## src/rtl/spdec_pkg.sv

```systemverilog
// ----------------------------------------------------------------------------
// spdec_pkg
// Shared types and constants for the motor speed packet decoder.
// ----------------------------------------------------------------------------
package spdec_pkg;

  localparam logic [7:0]  HeaderByte  = 8'hFF;
  localparam logic [15:0] SpeedCenter = 16'h8000;
  localparam logic [15:0] DutyMax     = 16'hFFFE;

  typedef enum logic [1:0] {
    POS_HEADER = 2'd0,
    POS_HIGH   = 2'd1,
    POS_LOW    = 2'd2
  } frame_pos_e;

  typedef enum logic [1:0] {
    DIR_COAST   = 2'd0,
    DIR_FORWARD = 2'd1,
    DIR_REVERSE = 2'd2
  } direction_e;

  typedef struct packed {
    logic        fire;
    logic [15:0] duty;
    direction_e  direction;
  } frame_res_t;

endpackage

```

## src/rtl/motor_speed_packet_decoder_unit.sv

```systemverilog
// ----------------------------------------------------------------------------
// motor_speed_packet_decoder_unit
// Decodes header/high/low byte frames into a direction and PWM duty.
// ----------------------------------------------------------------------------
// A low-byte beat goes through the input register, then the result register.
// Throughput: one byte beat per cycle, set by the input register feeding the
// frame logic and the single result register, unless a result is stalled.
// Reset: asynchronous, active low; framing waits for a header, speed high
// byte is zero, both pipeline registers are empty.
module motor_speed_packet_decoder_unit (
  input  logic        clk_i,
  input  logic        rst_ni,
  input  logic        in_valid_i,
  output logic        in_ready_o,
  input  logic [7:0]  rx_byte_i,
  input  logic        overrun_i,
  output logic        out_valid_o,
  input  logic        out_ready_i,
  output logic [15:0] duty_o,
  output logic [1:0]  direction_o
);

  logic                  s1_valid_q;
  logic [7:0]            s1_byte_q;
  logic                  s1_ovr_q;
  logic                  advance;
  spdec_pkg::frame_res_t res;

  logic                  out_valid_q;
  logic [15:0]           duty_q;
  spdec_pkg::direction_e dir_q;

  spdec_frame u_frame (
    .clk_i       (clk_i),
    .rst_ni      (rst_ni),
    .beat_valid_i(s1_valid_q),
    .advance_i   (advance),
    .rx_byte_i   (s1_byte_q),
    .overrun_i   (s1_ovr_q),
    .res_o       (res)
  );

  // a beat that makes no result never waits on the output side
  assign advance    = s1_valid_q && (!res.fire || !out_valid_q || out_ready_i);
  assign in_ready_o = !s1_valid_q || advance;

  always_ff @(posedge clk_i or negedge rst_ni) begin
    if (!rst_ni) begin
      s1_valid_q <= 1'b0;
    end else if (in_ready_o) begin
      s1_valid_q <= in_valid_i;
    end
  end

  always_ff @(posedge clk_i) begin
    if (in_ready_o && in_valid_i) begin
      s1_byte_q <= rx_byte_i;
      s1_ovr_q  <= overrun_i;
    end
  end

  always_ff @(posedge clk_i or negedge rst_ni) begin
    if (!rst_ni) begin
      out_valid_q <= 1'b0;
    end else if (advance && res.fire) begin
      out_valid_q <= 1'b1;
    end else if (out_ready_i) begin
      out_valid_q <= 1'b0;
    end
  end

  always_ff @(posedge clk_i) begin
    if (advance && res.fire) begin
      duty_q <= res.duty;
      dir_q  <= res.direction;
    end
  end

  assign out_valid_o = out_valid_q;
  assign duty_o      = duty_q;
  assign direction_o = dir_q;

  a_dir_legal: assert property (@(posedge clk_i) disable iff (!rst_ni)
    out_valid_o |-> direction_o != 2'd3)
    else $error("illegal direction code");

  a_coast_zero: assert property (@(posedge clk_i) disable iff (!rst_ni)
    out_valid_o |-> ((duty_o == 16'd0) == (direction_o == spdec_pkg::DIR_COAST)))
    else $error("duty and coast disagree");

  a_duty_clamp: assert property (@(posedge clk_i) disable iff (!rst_ni)
    out_valid_o |-> duty_o <= spdec_pkg::DutyMax)
    else $error("duty not clamped");

  a_stall_cause: assert property (@(posedge clk_i) disable iff (!rst_ni)
    !in_ready_o |-> (s1_valid_q && res.fire && out_valid_q && !out_ready_i))
    else $error("input stalled without a blocked result");

endmodule

```

## src/rtl/spdec_frame.sv

```systemverilog
// ----------------------------------------------------------------------------
// spdec_frame
// Frame tracker and speed-to-duty conversion for one registered byte.
// ----------------------------------------------------------------------------
module spdec_frame (
  input  logic                  clk_i,
  input  logic                  rst_ni,
  input  logic                  beat_valid_i,
  input  logic                  advance_i,
  input  logic [7:0]            rx_byte_i,
  input  logic                  overrun_i,
  output spdec_pkg::frame_res_t res_o
);

  spdec_pkg::frame_pos_e pos_q, pos_d, pos_eff;
  logic [7:0]  speed_high_q, speed_high_d;
  logic [15:0] speed;
  logic [15:0] mag;
  logic [32:0] prod;
  logic [15:0] scaled;
  logic        fire;

  always_ff @(posedge clk_i or negedge rst_ni) begin
    if (!rst_ni) begin
      pos_q        <= spdec_pkg::POS_HEADER;
      speed_high_q <= 8'd0;
    end else if (advance_i) begin
      pos_q        <= pos_d;
      speed_high_q <= speed_high_d;
    end
  end

  // overrun drops framing before the byte is looked at
  assign pos_eff = overrun_i ? spdec_pkg::POS_HEADER : pos_q;

  always_comb begin
    pos_d        = pos_eff;
    speed_high_d = speed_high_q;
    fire         = 1'b0;
    unique case (pos_eff)
      spdec_pkg::POS_HEADER: begin
        if (rx_byte_i == spdec_pkg::HeaderByte) pos_d = spdec_pkg::POS_HIGH;
      end
      spdec_pkg::POS_HIGH: begin
        speed_high_d = rx_byte_i;
        pos_d        = spdec_pkg::POS_LOW;
      end
      default: begin
        pos_d = spdec_pkg::POS_HEADER;
        fire  = beat_valid_i;
      end
    endcase
  end

  assign speed = {speed_high_q, rx_byte_i};

  always_comb begin
    if (speed > spdec_pkg::SpeedCenter) begin
      mag = speed - spdec_pkg::SpeedCenter;
    end else begin
      mag = spdec_pkg::SpeedCenter - speed;
    end
  end

  // mag * 65535 / 32768 as shift-and-subtract
  assign prod   = {1'b0, mag, 16'd0} - {17'd0, mag};
  assign scaled = prod[30:15];

  always_comb begin
    res_o.fire = fire;
    if (speed == spdec_pkg::SpeedCenter) begin
      res_o.duty      = 16'd0;
      res_o.direction = spdec_pkg::DIR_COAST;
    end else begin
      res_o.duty      = (prod[31] || scaled > spdec_pkg::DutyMax) ? spdec_pkg::DutyMax
                                                                 : scaled;
      res_o.direction = (speed > spdec_pkg::SpeedCenter) ? spdec_pkg::DIR_FORWARD
                                                         : spdec_pkg::DIR_REVERSE;
    end
  end

endmodule

```

## config.mk

```make
export PLATFORM = sky130hd
export DESIGN_NAME = motor_speed_packet_decoder_unit
export DESIGN_NICKNAME = d
export VERILOG_FILES = /design/src/rtl/spdec_pkg.sv /design/src/rtl/motor_speed_packet_decoder_unit.sv /design/src/rtl/spdec_frame.sv
export SDC_FILE = /design/constraint.sdc
export NUM_CORES = 1
export LEC_CHECK = 0
export BUFFER_PORTS_ARGS = -buffer_cell sky130_fd_sc_hd__clkbuf_2
export CORE_ASPECT_RATIO = 0.9
export CORE_UTILIZATION = 53
export DETAILED_ROUTE_END_ITERATION = 8
export PLACE_DENSITY_LB_ADDON = 0.05
export SKIP_LAST_GASP = 1
export SYNTH_ARGS = -nofsm -noshare
export SYNTH_HDL_FRONTEND = slang
export SYNTH_SLANG_ARGS = --single-unit
```

## constraint.sdc

```tcl
create_clock -name clk_i -period 3.45 [get_ports clk_i]
set_input_delay 0.345 -clock clk_i [delete_from_list [all_inputs] [get_ports clk_i]]
set_output_delay 0.345 -clock clk_i [all_outputs]
set_load 0.005 [all_outputs]
```

# == After elaboration in Yosys (flattened, before gate mapping) ==
# Index checks and enable logic that the tools add are counted.
# word_totals
regBits,39
input_bits,13
# classes
n_addsub,3
n_lt_le_gt_ge,2
n_eq_ne,3
n_mux,9
reduce_logical,15
# ops
op,n
$gt A16 B16 Y1 const B,2
$mux W16,2
$sub A32 B16 Y32,1
$eq A16 B16 Y1 const B,1
$sub A16 B16 Y16 const A,1
$sub A16 B16 Y16 const B,1
$eq A8 B8 Y1 const B,1
$mux W2,3
$logic_or A1 B1 Y1,4
$pmux W2 S2,1
$reduce_or A2 Y1,2
$logic_and A1 B1 Y1,3
$logic_not A1 Y1,3
$mux W1,3
$eq A2 B1 Y1 const B,1
$logic_not A2 Y1,1
$reduce_and A2 Y1,1
$reduce_bool A2 Y1,1

# == Logic depth before layout (Yosys ltp) ==
# Gate-level depths: netlist of run 1.
# logic_depth
depth_word,10
mapped_depth,15
mapped_depth_nobuf,13

# == Cells and area by module ==
# From an unflattened synthesis of run 1, not the netlist that was laid out.
# hier_totals
hier_cells,281
hier_area_um2,2697.6
# modules_own_cells
module,instances,cells_per_inst,area_per_inst_um2,seq_area_each_um2
spdec_frame,1,244,1780.5,250.2
motor_speed_packet_decoder_unit,1,37,917.1,860.8

# == Worst setup path before layout of run 1 ==
# OpenSTA, ideal clock, no wires.
# synth_path
path_kind,register to register
startpoint,register s1_byte_q[0]
endpoint,register duty_q[5] (netlist: duty_o[5]) (data pin)
arrival_time_ps,3403
required_ps,3195
path_slack_ps,-207
stages_incl_launch_ff,14
path_buffers,1
period_less_slack_ps,3657
cell_sequence,edfxtp_1 > clkbuf_1 > inv_1 > ha_1 > nor4b_2 > nand2_1 > o21ai_2 > a41oi_2 > or4_4 > nor4_4 > mux2_4 > o21ai_2 > xnor2_2 > o21ba_1
# synth_via
elab_chain_cells,6
# synth_lines
element,line_no,text
start: declaration,motor_speed_packet_decoder_unit.sv:24,logic [7:0] s1_byte_q;
start signal: assignment,motor_speed_packet_decoder_unit.sv:57,s1_byte_q <= rx_byte_i;
$sub A16 B16 Y16 (tied with other cells),spdec_frame.sv:61,mag = spdec_pkg::SpeedCenter - speed;
$mux W16,spdec_frame.sv:58,if (speed > spdec_pkg::SpeedCenter) begin
$sub A32 B16 Y32,spdec_frame.sv:66,"assign prod = {1'b0, mag, 16'd0} - {17'd0, mag};"
$gt A16 B16 Y1,spdec_frame.sv:75,res_o.duty = (prod[31] || scaled > spdec_pkg::DutyMax) ? spdec_pkg::DutyMax
$logic_or A1 B1 Y1,spdec_frame.sv:75,
$mux W16,spdec_frame.sv:75,
end signal: assignment,motor_speed_packet_decoder_unit.sv:74,duty_q <= res.duty;
end: declaration,motor_speed_packet_decoder_unit.sv:30,logic [15:0] duty_q;
# Parallel ways exist; a longest one is shown, timed or not.
# A chain may end at the register's enable or synchronous reset.

# == Final worst setup path of run 1 ==
# layout_path
startpoint,register s1_byte_q[1]
endpoint,register duty_q[0] (netlist: duty_o[0]) (data pin)
# layout_via
elab_chain_cells,6
# layout_lines
element,line_no
$sub A16 B16 Y16 (tied with other cells),spdec_frame.sv:61
$mux W16,spdec_frame.sv:58
$sub A32 B16 Y32,spdec_frame.sv:66
$gt A16 B16 Y1,spdec_frame.sv:75
$logic_or A1 B1 Y1,spdec_frame.sv:75
$reduce_or A2 Y1 (no source line),n/a
# Parallel ways exist; a longest one is shown, timed or not.

==> flow_metrics.py, run 1 <==
metrics = {
    "outcome": {
        "status": "completed",
    },
    "clocking": {
        "cts_tree": "yes",
        "cts_buffers": 5,
        "cts.clk_slew.worst_paths_ns": 0.08,
        "h-tree-depth": 2,
        "cts_buffer_depth": 2,
        "worst_skew_pair.late_latency_ns": 0.30,
        "cts.sinks": 39,
        "root_buffer": "clkbuf_8",
    },
    "floorplanning": {
        "die_area_sq_um": 5380,
        "num_io_pins": 33,
        "die_y_um": 69.7,
        "initial_core_util_pct": 55.5,
        "core_sq_um": 4860,
        "die_w_um": 77.2,
        "num_rows": 24,
    },
    "pwr": {
        "p_leak_nw": 1.44,
        "powerDensity_nw_per_um2": 343,
        "ir_drop_mv": 0.317,
    },
    "timing": {
        "setup_viol": 0,
        "post-route-min-period_ns": 3.42,
        "slew_viol_final": 0,
        "rsz0062_at_grt": "yes",
        "finalCritPeriodShare_pct": 99.2,
        "fmax_mhz": 292,
        "hold_viol_final": 0,
        "final.setup_skew_ns": 0.00727,
        "tightest_slew_ns": 0.631,
        "relSlewSlack_pct": 58.0,
        "final.setup.worst_slack_ns": 0.0291,
    },
    "synthesis": {
        "ys_seq_area_share_pct": 41.2,
        "synth-seq-cells": 39,
        "async_flop_share_pct": 30.8,
        "synth_edf_count": 27,
        "syn_inst": 284,
        "yosys_most_used_dff": "edfxtp_1",
        "synth.distinct_cells": 62,
        "ys_warn_count": 0,
        "syn_area_per_cell_sq_um": 9.50,
        "syn-num-nets": 300,
        "synth_area_sq_um": 2700,
    },
    "final_layout": {
        "num_antenna_cells": 0,
        "fin_nets": 372,
        "fin_util_pct": 71.6,
        "area_delta_synth_final_pct": 29.2,
        "ff_latch_area_sq_um": 1110,
        "multi_input_area_sq_um": 1600,
        "drive_above_1_share_pct": 37.3,
        "n_fill_cell": 381,
    },
    "worst_hold_path": {
        "hp-class": "input pin to flip-flop",
    },
    "placed_design": {
        "place.gp.congestion": 0.876,
        "dp_hpwl_um": 5220,
        "dp_slack_ns": -0.0265,
        "port_buffers": 32,
    },
    "drt": {
        "avgViaCountPerCell": 5.91,
        "drc": 0,
        "ant_nets": 0,
        "avgRoutedWirePerCell_um": 17.4,
        "drt-total-wl_um": 7330,
        "dr.first_iter.drc_count": 157,
        "via_count": 2496,
        "first_pass_iters": 5,
    },
    "global_route": {
        "grt-ovfl-total": 0,
        "grt_pass1_wl_um": 11600,
        "grt_pass1_vias": 2322,
        "antenna_found_initial": 0,
        "grtUsageTotal_pct": 28.2,
        "grt_max_degree": 19,
    },
    "worst_setup_path": {
        "crit_arrival_ns": 3.47,
        "cp-start-kind": "flip-flop",
        "critPathMaxFanout": 7,
        "path_cells": "buf_4, or4_4, or3_4, a41oi_2, a221o_1, nor3_2, or3_1, a211o_1, nor4_2, a31oi_1",
        "slowest_stage": "or4_4",
        "cp-end-kind": "flip-flop",
        "critical_path.max_stage_delay_ns": 0.60,
        "crit_type": "flip-flop to flip-flop",
        "required_ns": 3.50,
    },
    "flow_run": {
        "drv_cap": 0,
    },
}
## synthesized netlist by cell type, drive strengths merged, types with 7 or more instances
cell     n  area, sq um
or3      9         56.3
edfxtp  27          811
a21oi   14         70.1
nor4     8         71.3
mux2     9          105
o21ai   17         96.3
nand2   18         67.6
clkbuf  13         48.8
dfrtp   12          300
nor3    10         50.1
nor2    34          128
xnor2   15          139
buf      7         43.8
## stage by stage
step	instances	area, sq um	total power (W)	hold WS (ns)	TNS (ns)
2_1_floorplan	284	2710	0.000697	0.0494	0
3_3_place_gp	405	3190	0.000776	0.241	0
3_5_place_dp	405	3190	0.000780	0.255	-0.0388
4_1_cts	414	3320	0.00117	0.215	0
5_1_grt	422	3480	0.00124	0.210	-0.303
6_report	422	3480	0.00119	0.216	0
## worst paths after layout
| kind | start | to | slack (ns) | cells after the start |
|---|---|---|---|---|
| min in group asynchronous | rst_ni | out_valid_o$_DFFE_PN0P_ | 0.46 | 2 |
| max | s1_byte_q[1]$_DFFE_PP_ | duty_o[0]$_SDFFCE_PP0P_ | 0.03 | 10 |
| min | rx_byte_i[3] | s1_byte_q[3]$_DFFE_PP_ | 0.22 | 1 |
| max in group asynchronous | rst_ni | u_frame.speed_high_q[1]$_DFFE_PN0P_ | 2.76 | 2 |
| max reg2reg | s1_byte_q[1]$_DFFE_PP_ | duty_o[0]$_SDFFCE_PP0P_ | 0.03 | 10 |
| min reg2reg | u_frame.pos_q[0]$_DFFE_PN0P_ | u_frame.pos_q[0]$_DFFE_PN0P_ | 0.52 | 2 |
## what timing repair did
| item | in CTS | in global routing |
|---|---|---|
| pin swaps | 0 | 5 |
| buffers inserted | 0 | 8 |
| endpoints found under the setup margin | 2 | 3 |
| resized for setup | 2 | 22 |
| hold buffers | 1 | 0 |
| gates cloned | 0 | 0 |
| endpoints found under the hold margin | 12 | 0 |
## worst max-delay path, delay by kind of cell (launching register included)
| family | cells | cell delay [ns] |
|---|---|---|
| AOI/OAI and AO/OA | 4 | 0.88 |
| DFF | 1 | 0.42 |
| and+or+nand+nor | 5 | 1.70 |
| buffers and inverters | 1 | 0.15 |
## logic make-up after synthesis
kind of cell | Yosys count | synth area share [%]
and+or+nand+nor | 119 | 24.2
AOI/OAI and AO/OA | 63 | 16.2
DFF | 39 | 41.2
buffers and inverters | 25 | 4.13
xor gates and xnor gates | 21 | 7.10
muxes | 14 | 5.75
adders and majority gates | 3 | 1.39
## state kept, by name, summed over array words and instances (netlist names)
register,cells
u_frame.pos_q,2
duty_o,16
s1_byte_q,8
direction_o,2
s1_valid_q,1
u_frame.speed_high_q,8
out_valid_o,1
s1_ovr_q,1
## where the power goes
part	internal [W]	switching (W)	total, W
Combinational	0.000118	0.000150	0.000268
Clock	0.000215	0.000175	0.000391
Sequential	0.000519	0.0000163	0.000535
## layout by cell type (no fill, tap or decap), types with 5 or more instances in the layout
cell,netlist,layout
buf_4,1,52
nor2_1,34,33
clkbuf_2,0,32
edfxtp_1,27,27
nand2_1,18,18
a21oi_1,14,14
xnor2_1,14,14
dfrtp_1,12,12
o21ai_0,13,11
nor3_1,10,8
or3_1,9,8
mux2_2,8,8
xor2_1,6,6
nand3_1,6,6
and2_1,5,5
clkbuf_8,0,5
## final cells by class
type	count	share of cell area, %
Clock buffer	5	1.97
Clock inverter	3	1.26
Inverter	5	0.539
Multi-Input combinational cell	220	45.9
Sequential cell	39	31.9
Tap cell	65	2.33
Timing Repair Buffer	85	16.1
## metal layers
layer / track usage (%) / share of wire (%) / up-vias / wire length [um]
met5: 5.00 / 0 / - / 0
met4: 8.60 / 1.1 / 0 / 77
met3: 4.34 / 4.6 / 9 / 337
met2: 44.2 / 46 / 88 / 3400
met1: 39.8 / 48 / 1203 / 3520
li1: - / - / 1196 / -
(Power assumes the default switching activity.)
==> run 2, diff against run 1 <==
Settings changed: CORE_ASPECT_RATIO 0.9 to 1.25.
==> run 2 against run 1 <==
Global-route usage shrank 1.5 points. Cell count grew 0.71%. Flip-flop and latch count is the same. Die area is essentially flat. Sequential power is essentially flat. Critical endpoint unchanged.
==> flow_metrics.py, run 2 (synthesis gave the netlist of run 1 again) <==
metrics = {
    "timing": {
        "final.setup_skew_ns": 0.00490,
        "rsz0062_at_grt": "yes",
        "finalCritPeriodShare_pct": 96.3,
        "tightest_slew_ns": 0.542,
        "post-route-min-period_ns": 3.32,
        "hold_viol_final": 0,
        "fmax_mhz": 301,
        "slew_viol_final": 0,
        "setup_viol": 0,
        "relSlewSlack_pct": 63.3,
        "worst_hold_slack_ns": 0.222,
    },
    "clocking": {
        "cts.clk_slew.worst_paths_ns": 0.07,
        "cts.sinks": 39,
        "cts_buffers": 5,
        "root_buffer": "clkbuf_8",
        "worst_skew_pair.late_latency_ns": 0.30,
        "h-tree-depth": 2,
        "cts_buffer_depth": 2,
        "cts_tree": "yes",
    },
    "placed_design": {
        "port_buffers": 32,
        "place.gp.congestion": 0.959,
        "dp_hpwl_um": 5380,
        "placed_cells": 405,
    },
    "floorplanning": {
        "die_y_um": 81.8,
        "die_w_um": 65.8,
        "core_sq_um": 4800,
        "num_rows": 28,
        "die_area_sq_um": 5380,
        "num_io_pins": 33,
        "initial_core_util_pct": 56.2,
    },
    "drt": {
        "avgViaCountPerCell": 5.94,
        "drt-total-wl_um": 7040,
        "dr.first_iter.drc_count": 110,
        "ant_nets": 0,
        "drc": 0,
        "first_pass_iters": 5,
        "avgRoutedWirePerCell_um": 16.6,
        "via_count": 2524,
    },
    "global_route": {
        "antenna_found_initial": 0,
        "grt-ovfl-total": 0,
        "grt_max_degree": 19,
        "grt_pass1_vias": 2234,
        "grt_pass1_wl_um": 10600,
        "grtUsageTotal_pct": 26.7,
    },
    "final_layout": {
        "largest_reg_flops": 16,
        "ff_latch_area_sq_um": 1110,
        "fin_util_pct": 73.2,
        "area_delta_synth_final_pct": 30.3,
        "fin_nets": 380,
        "mostFrequentLayoutCells": "buf_4 (59), nor2_1 (34), clkbuf_2 (32)",
        "drive_above_1_share_pct": 37.3,
        "final_cells": 425,
        "multi_input_area_sq_um": 1590,
        "num_antenna_cells": 0,
        "final_common_cell": "buf_4",
        "largest_registers": "duty_o (16), s1_byte_q (8), u_frame.speed_high_q (8)",
        "n_fill_cell": 383,
        "top_register": "duty_o",
    },
    "worst_setup_path": {
        "r2r_cells": 15,
        "rrSetupSlack_ns": 0.13,
        "r2r-start": "s1_byte_q[0]$_DFFE_PP_",
        "crit_type": "flip-flop to flip-flop",
        "cp-end-kind": "flip-flop",
        "cp-start-kind": "flip-flop",
        "crit_arrival_ns": 3.37,
        "critPathMaxFanout": 5,
        "rr_endpoint": "duty_o[0]$_SDFFCE_PP0P_",
        "required_ns": 3.49,
    },
    "flow_run": {
        "drv_cap": 0,
    },
    "worst_hold_path": {
        "hp-class": "input pin to flip-flop",
        "holdPathEnd": "s1_byte_q[7]$_DFFE_PP_",
        "min_path_cells": 1,
        "hold_start": "rx_byte_i[7]",
    },
    "outcome": {
        "status": "completed",
    },
    "pwr": {
        "p_leak_nw": 1.47,
        "powerDensity_nw_per_um2": 327,
        "ir_drop_mv": 0.235,
        "power.total_w": 0.00115,
    },
}
run 2: worst max path at each step:
stage / startpoint / end / slack (ns) / cells after the start
after floorplan: s1_byte_q[0]$_DFFE_PP_ / duty_o[5]$_SDFFCE_PP0P_ / 0.003 / 13
after global placement: s1_byte_q[1]$_DFFE_PP_ / duty_o[0]$_SDFFCE_PP0P_ / 0.04 / 13
after detailed placement: s1_byte_q[1]$_DFFE_PP_ / duty_o[0]$_SDFFCE_PP0P_ / -0.02 / 13
after CTS: s1_byte_q[1]$_DFFE_PP_ / duty_o[0]$_SDFFCE_PP0P_ / 0.01 / 12
after global routing: s1_byte_q[0]$_DFFE_PP_ / duty_o[0]$_SDFFCE_PP0P_ / -0.12 / 15
final: s1_byte_q[0]$_DFFE_PP_ / duty_o[0]$_SDFFCE_PP0P_ / 0.13 / 15
run 2: stage by stage:
stage | setup TNS [ns] | cell area [sq um] | setup WS (ns)
finish | 0 | 3510 | 0.127
global route | -0.120 | 3510 | -0.120
CTS | 0 | 3340 | 0.00997
detailed placement | -0.0232 | 3220 | -0.0232
global placement | 0 | 3220 | 0.0393
floorplan | 0 | 2710 | 0.00254
run 2: timing repair:
action                                  CTS  global route
endpoints found under the setup margin    1             3
hold buffers                              1             0
hold endpoints to repair                 12             0
pin swaps                                 0            14
buffers inserted                          0            11
resized for setup                         1            19
run 2: metal layers:
metal  track usage [%]  wire length, um
met3              4.03              327
met2              49.7             3720
met4              17.6              353
met5                 0                0
met1              27.2             2640
run 2: report_power, final:
part,total (W),switching [W],internal (W)
logic,0.000272,0.000149,0.000123
clock network,0.000342,0.000159,0.000182
registers,0.000535,0.0000156,0.000519
total,0.00115,0.000324,0.000824
run 2: cell type report:
cell class	count	area share, %
repair buffers	93	17.8
well taps	60	2.14
multi-input cells	220	45.1
clock buffers	8	2.85
flip-flops and latches	39	31.6
inverters	5	0.534
run 2: critical path, cell delays in order (launching register included):
cell and delay (ns):
edfxtp_1 0.45, inv_2 0.11, ha_4 0.14, buf_4 0.13
nor4b_1 0.28, o21ai_0 0.14, a41oi_1 0.23, a41oi_2 0.08
buf_4 0.19, nor4_4 0.20, buf_4 0.16, o211ai_1 0.13
nor4_2 0.32, xor2_1 0.14, nor4_2 0.28, a31oi_1 0.12
==> run 3, diff against run 2 <==
Settings changed: ABC_AREA from default to 1, SLEW_MARGIN from default to 25.
==> run 3 against run 2 <==
Cell count rose by 29%. Global-route usage rose by 1.1 points. Clock power fell by 6.1%. Sequential power fell by 2%. Area after synthesis rose by 9.2%. Power fell by 11%. Critical path type unchanged. First-iteration DRC count rose by 45%. Flip-flop and latch count did not move. Worst setup slack improved by 0.13 ns. Sequential share of layout area rose by 1.7 points.
==> flow_metrics.py, run 3 <==
metrics = {
    "outcome": {
        "status": "completed",
    },
    "worst_setup_path": {
        "path_buf_inv": 1,
        "slowest_stage": "edfxtp_1",
        "required_ns": 3.51,
        "path_cells": "nor2_1, nand2_1, nor2_1, nand2_1, nand2_1, nand2_1, nand2_2, nand2_1, nor2_2, inv_2, nor2_2, nand3_1, nand2_1, nand2_1, nor2_1, nand2_1, nor2_2, nand2_2, nand3_1, nor2_1",
        "cp-end-kind": "flip-flop",
        "critical_path.max_stage_delay_ns": 0.50,
        "crit_type": "flip-flop to flip-flop",
        "cpMostUsedCell": "nand2_1",
        "critPathMaxFanout": 7,
        "crit_arrival_ns": 3.24,
        "cp-start-kind": "flip-flop",
        "crit_family": "simple AND/OR/NAND/NOR gates",
    },
    "final_layout": {
        "top_register": "duty_o",
        "largest_registers": "duty_o (16), s1_byte_q (8), u_frame.speed_high_q (8)",
        "fin_nets": 498,
        "mostFrequentLayoutCells": "nand2_1 (152), inv_1 (52), nand3_1 (51)",
        "final_area_sq_um": 3340,
        "area_delta_synth_final_pct": 13.2,
        "largest_reg_flops": 16,
        "drive_above_1_share_pct": 20.5,
        "num_antenna_cells": 0,
        "final_common_cell": "nand2_1",
        "final_cells": 547,
        "fin_util_pct": 61.7,
    },
    "synthesis": {
        "synth_compound_area_share_pct": 3.40,
        "ys_seq_area_share_pct": 37.7,
        "synth.area.mux_share_pct": 0,
        "synth.most_common_cell": "nand2_1",
        "yosys.area.top_type_share_pct": 27.5,
        "syn-num-nets": 455,
        "netlist_top_cells_count": "nand2_1 (153), nor2_1 (55), inv_1 (52), nand3_1 (51), edfxtp_1 (27)",
        "ys_top_cells_by_area": "edfxtp_1 (28%), nand2_1 (19%), dfrtp_1 (10%)",
        "yosys_most_used_dff": "edfxtp_1",
        "async_flop_share_pct": 30.8,
        "synthXorXnorAreaFrac_pct": 1.19,
        "synth.distinct_cells": 26,
        "synth_top_family_by_area": "simple AND/OR/NAND/NOR gates",
        "synth_area_sq_um": 2950,
        "yosys.area.top_type": "edfxtp_1",
        "ys_warn_count": 0,
        "syn_inst": 439,
        "syn_area_per_cell_sq_um": 6.71,
        "synth_edf_count": 27,
        "synth-simple-area-share_pct": 46.4,
        "synth-seq-cells": 39,
        "synth_fa_ha_area_share_pct": 1.27,
    },
    "timing": {
        "slew_viol_final": 0,
        "rsz0062_at_grt": "no",
        "fmax_mhz": 314,
        "post-route-min-period_ns": 3.19,
        "tightest_slew_ns": 0.698,
        "fin_setup_tns_ns": 0,
        "setup_viol": 0,
        "relSlewSlack_pct": 53.3,
        "final.setup_skew_ns": 0.00347,
        "final.setup.worst_slack_ns": 0.260,
        "hold_viol_final": 0,
        "finalCritPeriodShare_pct": 92.5,
    },
    "floorplanning": {
        "num_rows": 30,
        "num_io_pins": 33,
        "core_sq_um": 5410,
        "die_y_um": 85.4,
        "die_w_um": 68.7,
        "initial_core_util_pct": 54.5,
        "die_area_sq_um": 5860,
    },
    "pwr": {
        "p_leak_nw": 1.68,
        "powerDensity_nw_per_um2": 307,
        "ir_drop_mv": 0.272,
    },
    "placed_design": {
        "place.gp.congestion": 0.959,
        "dp_slack_ns": 0.105,
        "placed_area_sq_um": 3190,
        "dp_hpwl_um": 6010,
        "placed_cells": 535,
        "port_buffers": 32,
    },
    "global_route": {
        "grt_pass1_wl_um": 12000,
        "grtUsageTotal_pct": 27.8,
        "grt_max_degree": 19,
        "grt_pass1_vias": 2730,
        "antenna_found_initial": 0,
        "grt-ovfl-total": 0,
    },
    "clocking": {
        "cts_buffers": 5,
        "root_buffer": "clkbuf_8",
        "cts.clk_slew.worst_paths_ns": 0.08,
        "h-tree-depth": 2,
        "cts_tree": "yes",
        "worst_skew_pair.late_latency_ns": 0.29,
        "cts_buffer_depth": 2,
        "cts.sinks": 39,
    },
    "drt": {
        "drt-total-wl_um": 7430,
        "avgViaCountPerCell": 5.31,
        "via_count": 2905,
        "ant_nets": 0,
        "drc": 0,
        "dr.first_iter.drc_count": 160,
        "avgRoutedWirePerCell_um": 13.6,
        "first_pass_iters": 5,
    },
    "worst_hold_path": {
        "hp-class": "input pin to flip-flop",
    },
    "flow_run": {
        "drv_cap": 0,
    },
}
-- run 3: cell types whose count changed after synthesis, moves of 9 or more --
cell and delta:
a21oi_1 -9, clkbuf_1 -11, inv_1 +48, inv_2 +10, nand2_1 +135, nand2_2 +9
nand3_1 +45, nor2_1 +21, nor2_2 +10, or3_1 -9, xnor2_1 -14
-- run 3: layer usage --
layer | part of all wire [%] | GRT usage (%)
met1 | 37 | 27.9
met2 | 53 | 51.2
met3 | 3.6 | 3.63
met4 | 6.6 | 17.4
met5 | 0 | 0
-- run 3: kinds of logic after synthesis --
family / Yosys count
adder cells (fa/ha/maj): 3
AND/OR/NAND/NOR: 302
buffers and inverters: 71
AO/OA/AOI/OAI: 20
flip-flops: 39
XOR/XNOR: 4
-- run 3: power by group --
group | switching (W) | internal (W) | leakage, nW
combinational | 0.000120 | 0.0000587 | 1.22
sequential | 0.0000121 | 0.000514 | 0.411
clock | 0.000160 | 0.000161 | 0.0482
-- run 3: final timing paths --
path | start | to | slack, ns | cells after the start
min in group asynchronous | rst_ni | u_frame.speed_high_q[2]$_DFFE_PN0P_ | 0.48 | 2
max in group asynchronous | rst_ni | u_frame.speed_high_q[5]$_DFFE_PN0P_ | 2.73 | 2
min reg2reg | u_frame.pos_q[0]$_DFFE_PN0P_ | u_frame.pos_q[0]$_DFFE_PN0P_ | 0.56 | 2
max reg2reg | s1_byte_q[2]$_DFFE_PP_ | duty_o[0]$_SDFFCE_PP0P_ | 0.26 | 20
min | rx_byte_i[3] | s1_byte_q[3]$_DFFE_PP_ | 0.22 | 1
max | s1_byte_q[2]$_DFFE_PP_ | duty_o[0]$_SDFFCE_PP0P_ | 0.26 | 20
-- run 3: stage by stage --
step | power (W) | hold WS (ns)
6_report | 0.00103 | 0.222
5_1_grt | 0.00108 | 0.215
4_1_cts | 0.00103 | 0.216
3_5_place_dp | 0.000707 | 0.250
3_3_place_gp | 0.000704 | 0.249
2_1_floorplan | 0.000658 | 0.0494
-- run 3: worst reg2reg max path, cell delays in order (launching register included) --
cell and delay (ns):
edfxtp_1 0.50, nor2_1 0.20, nand2_1 0.17, nor2_1 0.31
nand2_1 0.11, nand2_1 0.09, nand2_1 0.06, nand2_2 0.08
nand2_1 0.11, nor2_2 0.16, inv_2 0.05, nor2_2 0.19
nand3_1 0.11, nand2_1 0.07, nand2_1 0.06, nor2_1 0.13
nand2_1 0.09, nor2_2 0.17, nand2_2 0.13, nand3_1 0.11
nor2_1 0.06
-- run 3: area by class of cell --
cell class	count	area [sq um]
Inverter	63	236
Clock buffer	7	86.3
Sequential cell	39	1110
Timing Repair Buffer	43	245
Multi-Input combinational cell	330	1570
Clock inverter	1	5.00
Fill cell	548	2070
Tap cell	64	80.1
-- run 3: what timing repair did --
action	4_1_cts	5_1_grt
buffers inserted	0	2
endpoints found under the hold margin	12	0
setup endpoints to repair	0	13
hold buffers	1	0
resized for setup	0	9
